**src/rtl/postfix_expression_evaluator_assert.svh**
```systemverilog
// ----------------------------------------------------------------------------
// Assertion macros for the postfix expression evaluator.
// Each macro expands to one labeled concurrent assertion.
// ----------------------------------------------------------------------------
`ifndef POSTFIX_EXPRESSION_EVALUATOR_ASSERT_SVH
`define POSTFIX_EXPRESSION_EVALUATOR_ASSERT_SVH

// A condition that must hold at every clock edge outside reset.
`define PFX_ASSERT_ALWAYS(label, clk, rst, cond) \
   label: assert property (@(posedge clk) disable iff (rst) (cond)) \
      else $error("pfx invariant violated");

// An implication checked in the same cycle, outside reset.
`define PFX_ASSERT_IMPLIES(label, clk, rst, ante, cons) \
   label: assert property (@(posedge clk) disable iff (rst) (ante) |-> (cons)) \
      else $error("pfx implication violated");

`endif

```
**src/rtl/pfx_pkg.sv**
```systemverilog
// ----------------------------------------------------------------------------
// pfx_pkg
// Shared types and constants of the postfix expression evaluator.
// ----------------------------------------------------------------------------
`default_nettype none

package pfx_pkg;

   // Operand stack geometry.
   localparam int STACK_DEPTH = 64;
   localparam int SP_W        = $clog2(STACK_DEPTH + 1);
   localparam int ADDR_W      = $clog2(STACK_DEPTH);
   localparam int DATA_W      = 32;

   // Command queue between the front and the back.
   localparam int QUEUE_DEPTH = 4;
   localparam int QPTR_W      = $clog2(QUEUE_DEPTH);
   localparam int QCNT_W      = $clog2(QUEUE_DEPTH + 1);

   // Iterative divider step counter.
   localparam int DIV_CNT_W   = $clog2(DATA_W);

   // ASCII codes of the recognized symbols.
   localparam logic [7:0] CH_PLUS    = 8'h2B;
   localparam logic [7:0] CH_MINUS   = 8'h2D;
   localparam logic [7:0] CH_STAR    = 8'h2A;
   localparam logic [7:0] CH_SLASH   = 8'h2F;
   localparam logic [7:0] CH_PERCENT = 8'h25;
   localparam logic [7:0] CH_ZERO    = 8'h30;
   localparam logic [7:0] CH_NINE    = 8'h39;

   // Symbol classes produced by the front.
   typedef enum logic [2:0] {
      KIND_DIGIT   = 3'd0,
      KIND_ADD     = 3'd1,
      KIND_SUB     = 3'd2,
      KIND_MUL     = 3'd3,
      KIND_DIV     = 3'd4,
      KIND_REM     = 3'd5,
      KIND_INVALID = 3'd6
   } kind_type;

   // One classified command as held in the queue.
   typedef struct packed {
      kind_type   kind;
      logic [3:0] digit;
      logic       last;
   } cmd_type;

   // Result status codes.
   typedef enum logic [2:0] {
      ST_OK        = 3'd0,
      ST_UNDERFLOW = 3'd1,
      ST_OVERFLOW  = 3'd2,
      ST_DIVZERO   = 3'd3,
      ST_INVALID   = 3'd4
   } status_type;

   // Back end sequencer states.
   typedef enum logic [3:0] {
      BK_IDLE  = 4'd0,
      BK_RD_B  = 4'd1,
      BK_RD_A  = 4'd2,
      BK_EXEC  = 4'd3,
      BK_DIV   = 4'd4,
      BK_PUSH  = 4'd5,
      BK_FINAL = 4'd6,
      BK_FREAD = 4'd7,
      BK_EMIT  = 4'd8
   } back_state_type;

   // Status of the back end, observed at the top level.
   typedef struct packed {
      logic            emit;
      logic [SP_W-1:0] sp;
   } bk_status_type;

endpackage

`default_nettype wire

```
**src/rtl/pfx_front.sv**
```systemverilog
// ----------------------------------------------------------------------------
// pfx_front
// Accepts input transactions and classifies each symbol into a command.
// ----------------------------------------------------------------------------
`default_nettype none

module pfx_front (
   input  wire logic            req_valid,
   output logic                 req_stall,
   input  wire logic [7:0]      req_symbol,
   input  wire logic            req_last,
   input  wire logic            q_full,
   output logic                 q_push,
   output pfx_pkg::cmd_type     q_data
);

   // Accept whenever the queue has room.
   assign req_stall = q_full;
   assign q_push    = req_valid && !q_full;

   // Decode the symbol into a command class and digit value.
   always_comb begin
      q_data.last  = req_last;
      q_data.digit = 4'(req_symbol - pfx_pkg::CH_ZERO);
      priority if (req_symbol >= pfx_pkg::CH_ZERO && req_symbol <= pfx_pkg::CH_NINE) begin
         q_data.kind = pfx_pkg::KIND_DIGIT;
      end else if (req_symbol == pfx_pkg::CH_PLUS) begin
         q_data.kind = pfx_pkg::KIND_ADD;
      end else if (req_symbol == pfx_pkg::CH_MINUS) begin
         q_data.kind = pfx_pkg::KIND_SUB;
      end else if (req_symbol == pfx_pkg::CH_STAR) begin
         q_data.kind = pfx_pkg::KIND_MUL;
      end else if (req_symbol == pfx_pkg::CH_SLASH) begin
         q_data.kind = pfx_pkg::KIND_DIV;
      end else if (req_symbol == pfx_pkg::CH_PERCENT) begin
         q_data.kind = pfx_pkg::KIND_REM;
      end else begin
         q_data.kind = pfx_pkg::KIND_INVALID;
      end
   end

endmodule

`default_nettype wire

```
**src/rtl/pfx_queue.sv**
```systemverilog
// ----------------------------------------------------------------------------
// pfx_queue
// Short command queue that decouples the front from the back.
// ----------------------------------------------------------------------------
`default_nettype none

module pfx_queue (
   input  wire logic             clock,
   input  wire logic             reset,
   input  wire logic             push,
   input  wire pfx_pkg::cmd_type push_data,
   input  wire logic             pop,
   output pfx_pkg::cmd_type      head,
   output logic                  full,
   output logic                  empty
);

   pfx_pkg::cmd_type                   entry_ff [pfx_pkg::QUEUE_DEPTH];
   logic [pfx_pkg::QPTR_W-1:0]         wr_ptr_ff, wr_ptr_in;
   logic [pfx_pkg::QPTR_W-1:0]         rd_ptr_ff, rd_ptr_in;
   logic [pfx_pkg::QCNT_W-1:0]         count_ff, count_in;
   logic                               do_push;
   logic                               do_pop;

   assign full    = (count_ff == pfx_pkg::QCNT_W'(pfx_pkg::QUEUE_DEPTH));
   assign empty   = (count_ff == '0);
   assign head    = entry_ff[rd_ptr_ff];
   assign do_push = push && !full;
   assign do_pop  = pop && !empty;

   // Pointer and count updates with explicit wrap.
   always_comb begin
      wr_ptr_in = wr_ptr_ff;
      rd_ptr_in = rd_ptr_ff;
      count_in  = count_ff;
      if (do_push) begin
         wr_ptr_in = (wr_ptr_ff == pfx_pkg::QPTR_W'(pfx_pkg::QUEUE_DEPTH - 1)) ?
                     '0 : wr_ptr_ff + pfx_pkg::QPTR_W'(1);
      end
      if (do_pop) begin
         rd_ptr_in = (rd_ptr_ff == pfx_pkg::QPTR_W'(pfx_pkg::QUEUE_DEPTH - 1)) ?
                     '0 : rd_ptr_ff + pfx_pkg::QPTR_W'(1);
      end
      if (do_push && !do_pop) begin
         count_in = count_ff + pfx_pkg::QCNT_W'(1);
      end else if (do_pop && !do_push) begin
         count_in = count_ff - pfx_pkg::QCNT_W'(1);
      end
   end

   // Control registers.
   always_ff @(posedge clock) begin
      if (reset) begin
         wr_ptr_ff <= '0;
         rd_ptr_ff <= '0;
         count_ff  <= '0;
      end else begin
         wr_ptr_ff <= wr_ptr_in;
         rd_ptr_ff <= rd_ptr_in;
         count_ff  <= count_in;
      end
   end

   // Entry storage.
   always_ff @(posedge clock) begin
      if (do_push) begin
         entry_ff[wr_ptr_ff] <= push_data;
      end
   end

endmodule

`default_nettype wire

```
**src/rtl/pfx_divider.sv**
```systemverilog
// ----------------------------------------------------------------------------
// pfx_divider
// Unsigned restoring divider producing one quotient bit per cycle.
// ----------------------------------------------------------------------------
`default_nettype none

module pfx_divider (
   input  wire logic                        clock,
   input  wire logic                        reset,
   input  wire logic                        start,
   input  wire logic [pfx_pkg::DATA_W-1:0]  dividend,
   input  wire logic [pfx_pkg::DATA_W-1:0]  divisor,
   output logic                             busy,
   output logic                             done,
   output logic [pfx_pkg::DATA_W-1:0]       quotient,
   output logic [pfx_pkg::DATA_W-1:0]       remainder
);

   logic                                busy_ff, busy_in;
   logic                                done_ff, done_in;
   logic [pfx_pkg::DIV_CNT_W-1:0]       cnt_ff, cnt_in;
   logic [pfx_pkg::DATA_W-1:0]          rem_ff, rem_in;
   logic [pfx_pkg::DATA_W-1:0]          quo_ff, quo_in;
   logic [pfx_pkg::DATA_W-1:0]          dsr_ff, dsr_in;
   logic [pfx_pkg::DATA_W:0]            shifted;
   logic [pfx_pkg::DATA_W:0]            diff;

   assign busy      = busy_ff;
   assign done      = done_ff;
   assign quotient  = quo_ff;
   assign remainder = rem_ff;

   // One trial subtraction of the shifted partial remainder.
   assign shifted = {rem_ff, quo_ff[pfx_pkg::DATA_W-1]};
   assign diff    = shifted - {1'b0, dsr_ff};

   always_comb begin
      busy_in = busy_ff;
      done_in = 1'b0;
      cnt_in  = cnt_ff;
      rem_in  = rem_ff;
      quo_in  = quo_ff;
      dsr_in  = dsr_ff;
      if (start) begin
         busy_in = 1'b1;
         cnt_in  = '0;
         rem_in  = '0;
         quo_in  = dividend;
         dsr_in  = divisor;
      end else if (busy_ff) begin
         if (!diff[pfx_pkg::DATA_W]) begin
            rem_in = diff[pfx_pkg::DATA_W-1:0];
            quo_in = {quo_ff[pfx_pkg::DATA_W-2:0], 1'b1};
         end else begin
            rem_in = shifted[pfx_pkg::DATA_W-1:0];
            quo_in = {quo_ff[pfx_pkg::DATA_W-2:0], 1'b0};
         end
         cnt_in = cnt_ff + pfx_pkg::DIV_CNT_W'(1);
         if (cnt_ff == pfx_pkg::DIV_CNT_W'(pfx_pkg::DATA_W - 1)) begin
            busy_in = 1'b0;
            done_in = 1'b1;
         end
      end
   end

   // Control registers.
   always_ff @(posedge clock) begin
      if (reset) begin
         busy_ff <= 1'b0;
         done_ff <= 1'b0;
         cnt_ff  <= '0;
      end else begin
         busy_ff <= busy_in;
         done_ff <= done_in;
         cnt_ff  <= cnt_in;
      end
   end

   // Datapath registers.
   always_ff @(posedge clock) begin
      rem_ff <= rem_in;
      quo_ff <= quo_in;
      dsr_ff <= dsr_in;
   end

endmodule

`default_nettype wire

```
**src/rtl/pfx_back.sv**
```systemverilog
// ----------------------------------------------------------------------------
// pfx_back
// Executes queued commands against the operand stack and emits results.
// ----------------------------------------------------------------------------
`default_nettype none

module pfx_back (
   input  wire logic                        clock,
   input  wire logic                        reset,
   input  wire pfx_pkg::cmd_type            q_head,
   input  wire logic                        q_empty,
   output logic                             q_pop,
   output logic                             div_start,
   output logic [pfx_pkg::DATA_W-1:0]       div_dividend,
   output logic [pfx_pkg::DATA_W-1:0]       div_divisor,
   input  wire logic                        div_done,
   input  wire logic [pfx_pkg::DATA_W-1:0]  div_quotient,
   input  wire logic [pfx_pkg::DATA_W-1:0]  div_remainder,
   output logic                             rsp_valid,
   input  wire logic                        rsp_stall,
   output logic signed [31:0]               rsp_value,
   output logic [2:0]                       rsp_status,
   output pfx_pkg::bk_status_type           bk_stat
);

   localparam int SP_W   = pfx_pkg::SP_W;
   localparam int ADDR_W = pfx_pkg::ADDR_W;
   localparam int DW     = pfx_pkg::DATA_W;

   pfx_pkg::back_state_type     state_ff, state_in;
   logic [SP_W-1:0]             sp_ff, sp_in;
   pfx_pkg::status_type         status_ff, status_in;
   pfx_pkg::kind_type           op_ff, op_in;
   logic                        last_ff, last_in;
   logic [DW-1:0]               a_ff, a_in;
   logic [DW-1:0]               b_ff, b_in;
   logic [DW-1:0]               res_ff, res_in;
   logic [DW-1:0]               fin_val_ff, fin_val_in;
   logic                        rsp_valid_ff, rsp_valid_in;
   logic [DW-1:0]               rsp_value_ff, rsp_value_in;
   pfx_pkg::status_type         rsp_status_ff, rsp_status_in;

   logic [DW-1:0]               stack_ff [pfx_pkg::STACK_DEPTH];
   logic [DW-1:0]               rd_data_ff;
   logic [ADDR_W-1:0]           rd_addr;
   logic                        mem_we;
   logic [ADDR_W-1:0]           mem_waddr;
   logic [DW-1:0]               mem_wdata;

   logic [SP_W-1:0]             sp_m1;
   logic [SP_W-1:0]             sp_m2;
   logic                        sp_full;
   logic                        sp_ge2;
   logic                        sp_zero;
   logic                        head_is_op;
   logic                        op_is_divrem;
   logic                        out_free;
   logic                        a_neg;
   logic                        b_neg;

   // Keep the first error of an expression.
   function automatic pfx_pkg::status_type note_error(input pfx_pkg::status_type cur,
                                                      input pfx_pkg::status_type code);
      return (cur == pfx_pkg::ST_OK) ? code : cur;
   endfunction

   // Stack pointer derived values.
   assign sp_m1   = sp_ff - SP_W'(1);
   assign sp_m2   = sp_ff - SP_W'(2);
   assign sp_full = (sp_ff >= SP_W'(pfx_pkg::STACK_DEPTH));
   assign sp_ge2  = (sp_ff >= SP_W'(2));
   assign sp_zero = (sp_ff == '0);

   // Command and operand classification.
   assign head_is_op   = (q_head.kind == pfx_pkg::KIND_ADD) ||
                         (q_head.kind == pfx_pkg::KIND_SUB) ||
                         (q_head.kind == pfx_pkg::KIND_MUL) ||
                         (q_head.kind == pfx_pkg::KIND_DIV) ||
                         (q_head.kind == pfx_pkg::KIND_REM);
   assign op_is_divrem = (op_ff == pfx_pkg::KIND_DIV) || (op_ff == pfx_pkg::KIND_REM);
   assign a_neg        = a_ff[DW-1];
   assign b_neg        = b_ff[DW-1];
   assign out_free     = !rsp_valid_ff || !rsp_stall;

   // Divider operands are the magnitudes of the popped values.
   assign div_dividend = a_neg ? (DW'(0) - a_ff) : a_ff;
   assign div_divisor  = b_neg ? (DW'(0) - b_ff) : b_ff;

   // Stack read address: right operand first, then left operand.
   assign rd_addr = (state_ff == pfx_pkg::BK_RD_B) ? sp_m2[ADDR_W-1:0] : sp_m1[ADDR_W-1:0];

   // Result channel and status.
   assign rsp_valid    = rsp_valid_ff;
   assign rsp_value    = signed'(rsp_value_ff);
   assign rsp_status   = rsp_status_ff;
   assign bk_stat.emit = (state_ff == pfx_pkg::BK_EMIT);
   assign bk_stat.sp   = sp_ff;

   // Next state.
   always_comb begin
      state_in = state_ff;
      unique case (state_ff)
         pfx_pkg::BK_IDLE: begin
            if (!q_empty) begin
               if (head_is_op && sp_ge2) begin
                  state_in = pfx_pkg::BK_RD_B;
               end else if (q_head.last) begin
                  state_in = pfx_pkg::BK_FINAL;
               end
            end
         end
         pfx_pkg::BK_RD_B: begin
            state_in = pfx_pkg::BK_RD_A;
         end
         pfx_pkg::BK_RD_A: begin
            state_in = pfx_pkg::BK_EXEC;
         end
         pfx_pkg::BK_EXEC: begin
            if (op_is_divrem && (b_ff != '0)) begin
               state_in = pfx_pkg::BK_DIV;
            end else begin
               state_in = pfx_pkg::BK_PUSH;
            end
         end
         pfx_pkg::BK_DIV: begin
            if (div_done) begin
               state_in = pfx_pkg::BK_PUSH;
            end
         end
         pfx_pkg::BK_PUSH: begin
            state_in = last_ff ? pfx_pkg::BK_FINAL : pfx_pkg::BK_IDLE;
         end
         pfx_pkg::BK_FINAL: begin
            state_in = sp_zero ? pfx_pkg::BK_EMIT : pfx_pkg::BK_FREAD;
         end
         pfx_pkg::BK_FREAD: begin
            state_in = pfx_pkg::BK_EMIT;
         end
         pfx_pkg::BK_EMIT: begin
            if (out_free) begin
               state_in = pfx_pkg::BK_IDLE;
            end
         end
         default: begin
            state_in = pfx_pkg::BK_IDLE;
         end
      endcase
   end

   // Outputs and datapath next values.
   always_comb begin
      q_pop         = 1'b0;
      div_start     = 1'b0;
      mem_we        = 1'b0;
      mem_waddr     = sp_ff[ADDR_W-1:0];
      mem_wdata     = res_ff;
      sp_in         = sp_ff;
      status_in     = status_ff;
      op_in         = op_ff;
      last_in       = last_ff;
      a_in          = a_ff;
      b_in          = b_ff;
      res_in        = res_ff;
      fin_val_in    = fin_val_ff;
      rsp_valid_in  = rsp_valid_ff && rsp_stall;
      rsp_value_in  = rsp_value_ff;
      rsp_status_in = rsp_status_ff;
      unique case (state_ff)
         pfx_pkg::BK_IDLE: begin
            if (!q_empty) begin
               q_pop   = 1'b1;
               op_in   = q_head.kind;
               last_in = q_head.last;
               if (q_head.kind == pfx_pkg::KIND_DIGIT) begin
                  if (sp_full) begin
                     status_in = note_error(status_ff, pfx_pkg::ST_OVERFLOW);
                  end else begin
                     mem_we    = 1'b1;
                     mem_wdata = DW'(q_head.digit);
                     sp_in     = sp_ff + SP_W'(1);
                  end
               end else if (q_head.kind == pfx_pkg::KIND_INVALID) begin
                  status_in = note_error(status_ff, pfx_pkg::ST_INVALID);
               end else if (!sp_ge2) begin
                  status_in = note_error(status_ff, pfx_pkg::ST_UNDERFLOW);
               end
            end
         end
         pfx_pkg::BK_RD_B: begin
            b_in = rd_data_ff;
         end
         pfx_pkg::BK_RD_A: begin
            a_in = rd_data_ff;
         end
         pfx_pkg::BK_EXEC: begin
            unique case (op_ff)
               pfx_pkg::KIND_ADD: res_in = a_ff + b_ff;
               pfx_pkg::KIND_SUB: res_in = a_ff - b_ff;
               pfx_pkg::KIND_MUL: res_in = a_ff * b_ff;
               default: begin
                  // Division and remainder: a zero divisor yields zero.
                  if (b_ff == '0) begin
                     res_in    = '0;
                     status_in = note_error(status_ff, pfx_pkg::ST_DIVZERO);
                  end else begin
                     div_start = 1'b1;
                  end
               end
            endcase
         end
         pfx_pkg::BK_DIV: begin
            // Quotient takes the sign of the product, remainder that of the dividend.
            if (div_done) begin
               if (op_ff == pfx_pkg::KIND_DIV) begin
                  res_in = (a_neg != b_neg) ? (DW'(0) - div_quotient) : div_quotient;
               end else begin
                  res_in = a_neg ? (DW'(0) - div_remainder) : div_remainder;
               end
            end
         end
         pfx_pkg::BK_PUSH: begin
            // Two entries popped, one pushed: the write goes where the left operand was.
            mem_we    = 1'b1;
            mem_waddr = sp_m2[ADDR_W-1:0];
            mem_wdata = res_ff;
            sp_in     = sp_m1;
         end
         pfx_pkg::BK_FINAL: begin
            if (sp_zero) begin
               status_in  = note_error(status_ff, pfx_pkg::ST_UNDERFLOW);
               fin_val_in = '0;
            end
         end
         pfx_pkg::BK_FREAD: begin
            fin_val_in = rd_data_ff;
         end
         pfx_pkg::BK_EMIT: begin
            if (out_free) begin
               rsp_valid_in  = 1'b1;
               rsp_value_in  = fin_val_ff;
               rsp_status_in = status_ff;
               sp_in         = '0;
               status_in     = pfx_pkg::ST_OK;
            end
         end
         default: begin
            q_pop = 1'b0;
         end
      endcase
   end

   // Control registers.
   always_ff @(posedge clock) begin
      if (reset) begin
         state_ff     <= pfx_pkg::BK_IDLE;
         sp_ff        <= '0;
         status_ff    <= pfx_pkg::ST_OK;
         rsp_valid_ff <= 1'b0;
      end else begin
         state_ff     <= state_in;
         sp_ff        <= sp_in;
         status_ff    <= status_in;
         rsp_valid_ff <= rsp_valid_in;
      end
   end

   // Datapath registers.
   always_ff @(posedge clock) begin
      op_ff         <= op_in;
      last_ff       <= last_in;
      a_ff          <= a_in;
      b_ff          <= b_in;
      res_ff        <= res_in;
      fin_val_ff    <= fin_val_in;
      rsp_value_ff  <= rsp_value_in;
      rsp_status_ff <= rsp_status_in;
   end

   // Operand stack memory with a registered read port.
   always_ff @(posedge clock) begin
      if (mem_we) begin
         stack_ff[mem_waddr] <= mem_wdata;
      end
      rd_data_ff <= stack_ff[rd_addr];
   end

endmodule

`default_nettype wire

```
**src/rtl/postfix_expression_evaluator.sv**
```systemverilog
// ----------------------------------------------------------------------------
// postfix_expression_evaluator
// Evaluates a postfix expression given one ASCII character per transaction.
// A front stage classifies each symbol and queues it in a four-entry command
// queue; the back stage runs it against a 64-entry operand stack memory.
// A digit is taken from the queue and pushed in the idle state; + - * read two
// stack entries, execute and write back, and / % run the 32-step restoring
// divider between execute and write back. A transaction with last set
// then reads the top of stack (skipped on an empty stack) and loads the
// output register, which then holds value and sticky status until taken.
// While the back works, the front keeps accepting until the queue is full.
// ----------------------------------------------------------------------------
`default_nettype none

`include "postfix_expression_evaluator_assert.svh"

module postfix_expression_evaluator (
   input  wire logic                clock,
   input  wire logic                reset,
   input  wire logic                req_valid,
   output logic                     req_stall,
   input  wire logic [7:0]          req_symbol,
   input  wire logic                req_last,
   output logic                     rsp_valid,
   input  wire logic                rsp_stall,
   output logic signed [31:0]       rsp_value,
   output logic [2:0]               rsp_status
);

   pfx_pkg::cmd_type                  q_data;
   pfx_pkg::cmd_type                  q_head;
   logic                              q_push;
   logic                              q_pop;
   logic                              q_full;
   logic                              q_empty;
   logic                              div_start;
   logic                              div_busy;
   logic                              div_done;
   logic [pfx_pkg::DATA_W-1:0]        div_dividend;
   logic [pfx_pkg::DATA_W-1:0]        div_divisor;
   logic [pfx_pkg::DATA_W-1:0]        div_quotient;
   logic [pfx_pkg::DATA_W-1:0]        div_remainder;
   pfx_pkg::bk_status_type            bk_stat;

   // Symbol classification and input handshake.
   pfx_front u_front (
      .req_valid  (req_valid),
      .req_stall  (req_stall),
      .req_symbol (req_symbol),
      .req_last   (req_last),
      .q_full     (q_full),
      .q_push     (q_push),
      .q_data     (q_data)
   );

   // Command queue between front and back.
   pfx_queue u_queue (
      .clock     (clock),
      .reset     (reset),
      .push      (q_push),
      .push_data (q_data),
      .pop       (q_pop),
      .head      (q_head),
      .full      (q_full),
      .empty     (q_empty)
   );

   // Shared iterative divider.
   pfx_divider u_divider (
      .clock     (clock),
      .reset     (reset),
      .start     (div_start),
      .dividend  (div_dividend),
      .divisor   (div_divisor),
      .busy      (div_busy),
      .done      (div_done),
      .quotient  (div_quotient),
      .remainder (div_remainder)
   );

   // Stack sequencer and result register.
   pfx_back u_back (
      .clock         (clock),
      .reset         (reset),
      .q_head        (q_head),
      .q_empty       (q_empty),
      .q_pop         (q_pop),
      .div_start     (div_start),
      .div_dividend  (div_dividend),
      .div_divisor   (div_divisor),
      .div_done      (div_done),
      .div_quotient  (div_quotient),
      .div_remainder (div_remainder),
      .rsp_valid     (rsp_valid),
      .rsp_stall     (rsp_stall),
      .rsp_value     (rsp_value),
      .rsp_status    (rsp_status),
      .bk_stat       (bk_stat)
   );

   // The stack pointer never passes the stack depth.
   `PFX_ASSERT_ALWAYS(a_sp_bound, clock, reset, bk_stat.sp <= pfx_pkg::SP_W'(pfx_pkg::STACK_DEPTH))
   // The back never pops an empty queue.
   `PFX_ASSERT_IMPLIES(a_pop_nonempty, clock, reset, q_pop, !q_empty)
   // The divider is never restarted while it is still iterating.
   `PFX_ASSERT_IMPLIES(a_div_idle_start, clock, reset, div_start, !div_busy)
   // A new result transaction appears only after the emit step.
   `PFX_ASSERT_IMPLIES(a_rsp_from_emit, clock, reset, $rose(rsp_valid), $past(bk_stat.emit))

endmodule

`default_nettype wire

```
**config.mk**
```make
export PLATFORM = sky130hd
export DESIGN_NAME = postfix_expression_evaluator
export DESIGN_NICKNAME = d
export VERILOG_FILES = /design/src/rtl/pfx_pkg.sv /design/src/rtl/pfx_front.sv /design/src/rtl/pfx_queue.sv /design/src/rtl/pfx_divider.sv /design/src/rtl/pfx_back.sv /design/src/rtl/postfix_expression_evaluator.sv
export VERILOG_INCLUDE_DIRS = /design/src /design/src/rtl
export SDC_FILE = /design/constraint.sdc
export NUM_CORES = 2
export LEC_CHECK = 0
export BUFFER_PORTS_ARGS = -buffer_cell sky130_fd_sc_hd__buf_2
export CAP_MARGIN = 25
export CORE_MARGIN = 2
export CORE_UTILIZATION = 27
export CTS_CLUSTER_SIZE = 14
export DETAILED_ROUTE_END_ITERATION = 10
export PLACE_DENSITY_LB_ADDON = 0.05
export SLEW_MARGIN = 5
export SYNTH_ARGS = -nofsm -noshare
export SYNTH_HDL_FRONTEND = slang
export SYNTH_SLANG_ARGS = --single-unit
```
**constraint.sdc**
```tcl
create_clock -name clock -period 10.1 [get_ports clock]
set_input_delay 0.505 -clock clock [delete_from_list [all_inputs] [get_ports clock]]
set_output_delay 0.505 -clock clock [all_outputs]
set_load 0.02 [all_outputs]
```
# Word-level counts from Yosys, hierarchy flattened
# Memory sizes are Yosys's and may differ from the RTL's. A register that Yosys moved wholly into a read port is not among the register bits.
# Cells that the tools add are included.
[totals] mem_count=2 romBits=0 register_bits=292 ram_bits=2080 wordCells=215 latchBits=0
[mem_list] memory="u_back.stack_ff" depth=64 word_bits=32 rd=1 rd_clocked_by_memory_dff=1 write_ports=1 line_no="pfx_back.sv:43" text="logic [DW-1:0] stack_ff [pfx_pkg::STACK_DEPTH];"
[mem_list] memory="u_queue.entry_ff" depth=4 word_bits=8 rd=1 rd_clocked_by_memory_dff=1 write_ports=1 line_no="pfx_queue.sv:18" text="pfx_pkg::cmd_type entry_ff [pfx_pkg::QUEUE_DEPTH];"
[op_classes] muxes=80 n_bitwise=2 n_reduce_logical=44 order_cmp=4 n_mul=1 add_sub_neg=16 shift=0 n_eq_ne=44 div=0
[ops] op="$mux 32" n=14
[ops] op="$pmux 32 s2" n=2
[ops] op="$sub 1x32->32 const A" n=4
[ops] op="$pmux 32 s3" n=1
[ops] op="$mux 3" n=21
[ops] op="$eq 8x6->1 const B" n=5
[ops] op="$pmux 4 s9" n=1
[ops] op="$sub 33x32->33" n=1
[ops] op="$add 32x32->32" n=1
[ops] op="$logic_not 32->1" n=1
[ops] op="$mul 32x32->32" n=1
[ops] op="$reduce_bool 32->1" n=1
[ops] op="$sub 32x32->32" n=1
[ops] op="$mux 31" n=1
[ops] op="$mux 7" n=4
[ops] op="$mux 4" n=6
[ops] op="$pmux 7 s3" n=1
[ops] op="$mux 1" n=20
[ops] op="$eq 3x3->1 const B" n=6
[ops] op="$eq 4x3->1 const B" n=4
[ops] op="$eq 3x2->1 const B" n=4
[ops] op="$mux 6" n=2
[ops] op="$pmux 3 s4" n=1
[ops] op="$reduce_and 11->1" n=1
[ops] op="other kinds (44)" n=87

# Depth between registers and ports, before layout
[depth] depth_word=9 depth_mapped=28 ltp_nobuf=26

# By module
# Synthesis repeated with hierarchy kept, for this count alone.
[unflattened] hier_cells=7132 hier_area_um2=115032.8
[by_module_without_submodules] mod="pfx_back" instances=1 seq_area_each_um2=67454.7 area_each_um2=107271.6 cells_each=6428
[by_module_without_submodules] mod="pfx_divider" instances=1 seq_area_each_um2=2702.6 area_each_um2=5925.7 cells_each=590
[by_module_without_submodules] mod="pfx_queue" instances=1 seq_area_each_um2=1141.1 area_each_um2=1669.1 cells_each=92
[by_module_without_submodules] mod="pfx_front" instances=1 seq_area_each_um2=0.0 area_each_um2=166.4 cells_each=22

# Least setup slack after synthesis
# OpenSTA, ideal clock, no wires.
[synth_path] kind="register -> register" from="register u_back.b_ff[5]" to="register u_back.res_ff[30], data pin" stages_incl_launch_ff=27 path_slack_ps=2389 synth_period_minus_slack_ps=7711 t_required_ps=9838 arrival_ps=7449 path_cell_list="edfxtp_1 > clkbuf_1 > clkbuf_1 > and2_1 > fa_1 > fa_1 > fa_1 > inv_1 > fa_1 > inv_1 > fa_1 > inv_1 > fa_1 > inv_1 > fa_1 > fa_1 > ha_1 > nand2_1 > or3_1 > or4_1 > o211ai_1 > a41oi_1 > o21ai_0 > nand2_1 > a32oi_1 > a21o_1 > a31oi_1"
[synth_via] elab_chain_cells=3
[synth_rtl] element="from (decl)" line_no="pfx_back.sv:36" text="logic [DW-1:0] b_ff, b_in;"
[synth_rtl] element="from (signal assigned)" line_no="pfx_back.sv:272" text="b_ff <= b_in;"
[synth_rtl] element="$mul 32x32->32 (tied with other cells)" line_no="pfx_back.sv:199" text="pfx_pkg::KIND_MUL: res_in = a_ff * b_ff;"
[synth_rtl] element="$pmux 32 s3 (*)" line_no="pfx_back.sv:196" text="unique case (op_ff)"
[synth_rtl] element="$pmux 32 s2 (*)" line_no="pfx_back.sv:168" text="unique case (state_ff)"
[synth_rtl] element="via u_back.res_in[30]" line_no="pfx_back.sv:37" text="logic [DW-1:0] res_ff, res_in;"
[synth_rtl] element="to (signal assigned)" line_no="pfx_back.sv:273" text="res_ff <= res_in;"
[synth_rtl] element="to (decl)" line_no="pfx_back.sv:37"
# Mark *: on every way through the listed nets, which the timed path passes. The rest lies on a longest branch.
# A chain may end at the register's enable or synchronous reset.

# Final worst setup path
[layout_path] from="register u_back.a_ff[13]" to="register u_back.res_ff[28], data pin"
[layout_via] elab_chain_cells=3
[layout_rtl] element="from (decl)" line_no="pfx_back.sv:35" text="logic [DW-1:0] a_ff, a_in;"
[layout_rtl] element="from (signal assigned)" line_no="pfx_back.sv:271" text="a_ff <= a_in;"
[layout_rtl] element="$mul 32x32->32 (tied with other cells)" line_no="pfx_back.sv:199"
[layout_rtl] element="$pmux 32 s3 (*)" line_no="pfx_back.sv:196"
[layout_rtl] element="$pmux 32 s2 (*)" line_no="pfx_back.sv:168"
[layout_rtl] element="via u_back.res_in[28]" line_no="pfx_back.sv:37"
# Marked as above.

==> run metrics <==
status=complete, but fails checks; failing checks=DRC; cell mode on critical path=fa_1; via count=62701; commonest non-fill, non-tap cells in the layout=edfxtp_1, mux4_2, inv_1; initial antenna violation count=35; CTS sink count=between 2000 and 2500; top cell type's share of synthesized area=0.605; CTS tree=done; EDFF count, synth=2311; Die W=656 um; DP HPWL=245000 um; Seq/Total Area, Yosys=0.622; Vias/cell=4.73; Mean Syn Cell Area=16.0 um2; Avg WL per Cell=28.7 um; slowest CP cell=edfxtp_1; Reg clk slew, reported paths=~0.07 ns; syn nets=7775; leading area contributor after synthesis=edfxtp_1; design area=about 0.13 mm2; Fin Setup TNS=0 ns; Tcrit/Tclk final=0.873; WHS Path Cells=3; Slew @ Worst Pin=between 1 and 1.5 ns; largest net degree at the start of global routing=between 100 and 150; Longest Clk Path Bufs=4; RSZ-0062 raised after global routing=false; CTS H-tree depth=5; Worst Path Max Fanout=15; crit start category=register; Largest delay share family, worst path=adder cells; Remaining DRCs=6; nets=around 8000; Syn Inst Count=7145; worst reg2reg path depth=22; Starting DRT DRC Count=approximately 4300; final WL=381000 um; root buf cell=clkbuf_16; CP Launch Point=u_back.a_ff[13]; Rows=~240; FF/Latch Area=0.0713 mm2; Synth Flop Type=edfxtp_1; Remaining Overflow, GRT=0; Final min period=8.81 ns; core area=0.423 mm2; I/O pin cnt=50; CTS Buf Count=299; synthesis-stage register bit count=2406; Die Footprint=approximately 0.43 mm2; CP Capture Type=register; final setup fails=0; commonest non-fill, non-tap cell in the layout=edfxtp_1; Hold Path End=u_queue.entry_ff[2][7]; Die Ht=around 660 um; CP required=10.72 ns; GRT Total Usage=0.175; Pre-Repair DR Iteration Count=8; Worst-Skew Late Latency=0.93 ns; Placed Instance Area=0.123 mm2; worst r2r dst=u_back.res_ff[28]; maxcap violations=0; YS warnings=0; Post-Synthesis Cell Area=0.115 mm2; port buffer count=49; GPL Wtd Cong=0.782; area of the multi-input gates=0.0407 mm2; fraction of registers with async set/reset=0; ordered list of cells on the worst path=buf_4 > and2_1 > fa_1 > inv_1 > fa_1 > fa_1 > fa_1 > inv_1 > fa_1 > ha_1 > fa_1 > fa_1 > ha_1 > a2111oi_0 > o21ai_0 > a41oi_1 > o211ai_1 > a41oi_1 > o21ai_0 > xnor2_1 > o21ai_0 > a2bb2oi_1; # resized after CTS=0; Worst R2R Setup Slack=1.29 ns; Area growth syn-to-layout=15.6%; critical path's largest stage delay=0.93 ns; hold slack=0.125 ns; largest cells by area after synthesis=edfxtp_1, mux4_2, fa_1, ha_1, and2_1; global-route wire length before repair=around 540000 um; # fillers=41763; vias in the first global route=about 67000; Distinct cells, synth=86; maximum clock frequency=0.113 GHz; Crit Reg-Reg Startpoint=u_back.a_ff[13]; clk_skew=about 0.068 ns; Critical path buffers and inverters=3; Crit Path Class=register to register; worst hold path type=input port to register; arrival time of the worst setup path=between 9 and 10 ns; antenna viol nets, final=0; initial core utilization=0.271; worst hold start=req_symbol[7]; final hold vios=0; relative slew slack=0.271; share of cells above drive strength 1=0.185; pins over their slew limit=0
[worst max path at each step]
stage	to	slack, ns	depth (start not counted)
6_report	u_back.res_ff[28]	1.29	22
5_1_grt	u_back.res_ff[30]	0.88	23
4_1_cts	u_back.res_ff[28]	1.27	22
3_5_place_dp	u_back.res_ff[28]	1.32	22
3_3_place_gp	u_back.res_ff[28]	1.43	22
2_1_floorplan	u_back.res_ff[30]	2.39	26
[sequential cells by signal, summed over array words and instances (netlist names), 5 cells and up, named ones only]
register and cells:
u_back.a_ff 32, u_back.rd_data_ff 32, u_queue.entry_ff 32, u_divider.dsr_ff 32, u_back.sp_ff 7, u_divider.cnt_ff 5, u_divider.quotient 32, u_divider.remainder 32
u_back.rsp_value 32, u_back.res_ff 32, u_back.fin_val_ff 32, u_back.b_ff 32, u_back.stack_ff 2048
[cell type report]
class                           count  share of cell area
Sequential cell                  2406               0.538
Multi-Input combinational cell   3879               0.307
Clock buffer                      377              0.0599
Tap cell                         5663              0.0534
Timing Repair Buffer              303              0.0181
Inverter                          453              0.0128
Clock inverter                    160              0.0111
Antenna cell                       21            0.000396
[logic make-up (layout without fill, tap and decap cells)]
family | count (synthesis) | in the layout | share of synthesized area
other cells | 0 | 21 | 0
mux | 721 | 721 | 0.123
flops | 2406 | 2406 | 0.622
simple gates | 1444 | 1444 | 0.0645
xor+xnor | 295 | 295 | 0.0225
fa+ha+maj | 617 | 617 | 0.0942
compound gates | 802 | 802 | 0.0443
buf+inv | 860 | 1293 | 0.0295
[worst min-delay path: cells and delay by family]
| kind | cells | cell delay (ns) |
|---|---|---|
| AND/OR/NAND/NOR | 2 | 0.27 |
| buffers and inverters | 1 | 0.08 |
[routing by layer]
metal	vias up	routed length [um]	global-route usage
li1	27267	-	-
met1	33854	171000	0.238
met2	1214	190000	0.302
met3	366	13500	0.0208
met4	0	7050	0.0332
met5	-	0	0
[synthesized netlist by cell type, drive strengths merged (12+ instances only)]
master,n
o21a,18
inv,453
xnor2,160
or4,17
and2,374
a211oi,159
edfxtp,2311
nor4,17
clkbuf,266
mux4,552
fa,411
o21ai,150
mux2i,165
nor2,236
a21oi,272
dfxtp,95
o41ai,17
nand4,12
a21o,24
a31oi,18
nor3,59
buf,141
o211ai,12
nand2,423
o31ai,37
nand2b,31
nand3,38
and3,12
xor2,135
ha,206
a221oi,18
nor2b,153
or3,37
[stage by stage]
step | util | setup WS (ns) | instances
2_1_floorplan | - | 2.39 | 7145
3_3_place_gp | 0.290 | 1.43 | 12688
3_5_place_dp | 0.291 | 1.32 | 12695
4_1_cts | 0.313 | 1.27 | 13241
5_1_grt | 0.313 | 0.877 | 13243
6_report | 0.313 | 1.29 | 13262
[repair_timing]
action / 4_1_cts / 5_1_grt
buffers inserted: 0 / 0
hold buffers: 9 / 0
endpoints found under the setup margin: 0 / 0
hold endpoints to repair: 30 / 0
Power is left out: the tool's default activity adds up to more than one toggle a clock period on the data nets, which glitch-free logic cannot reach.
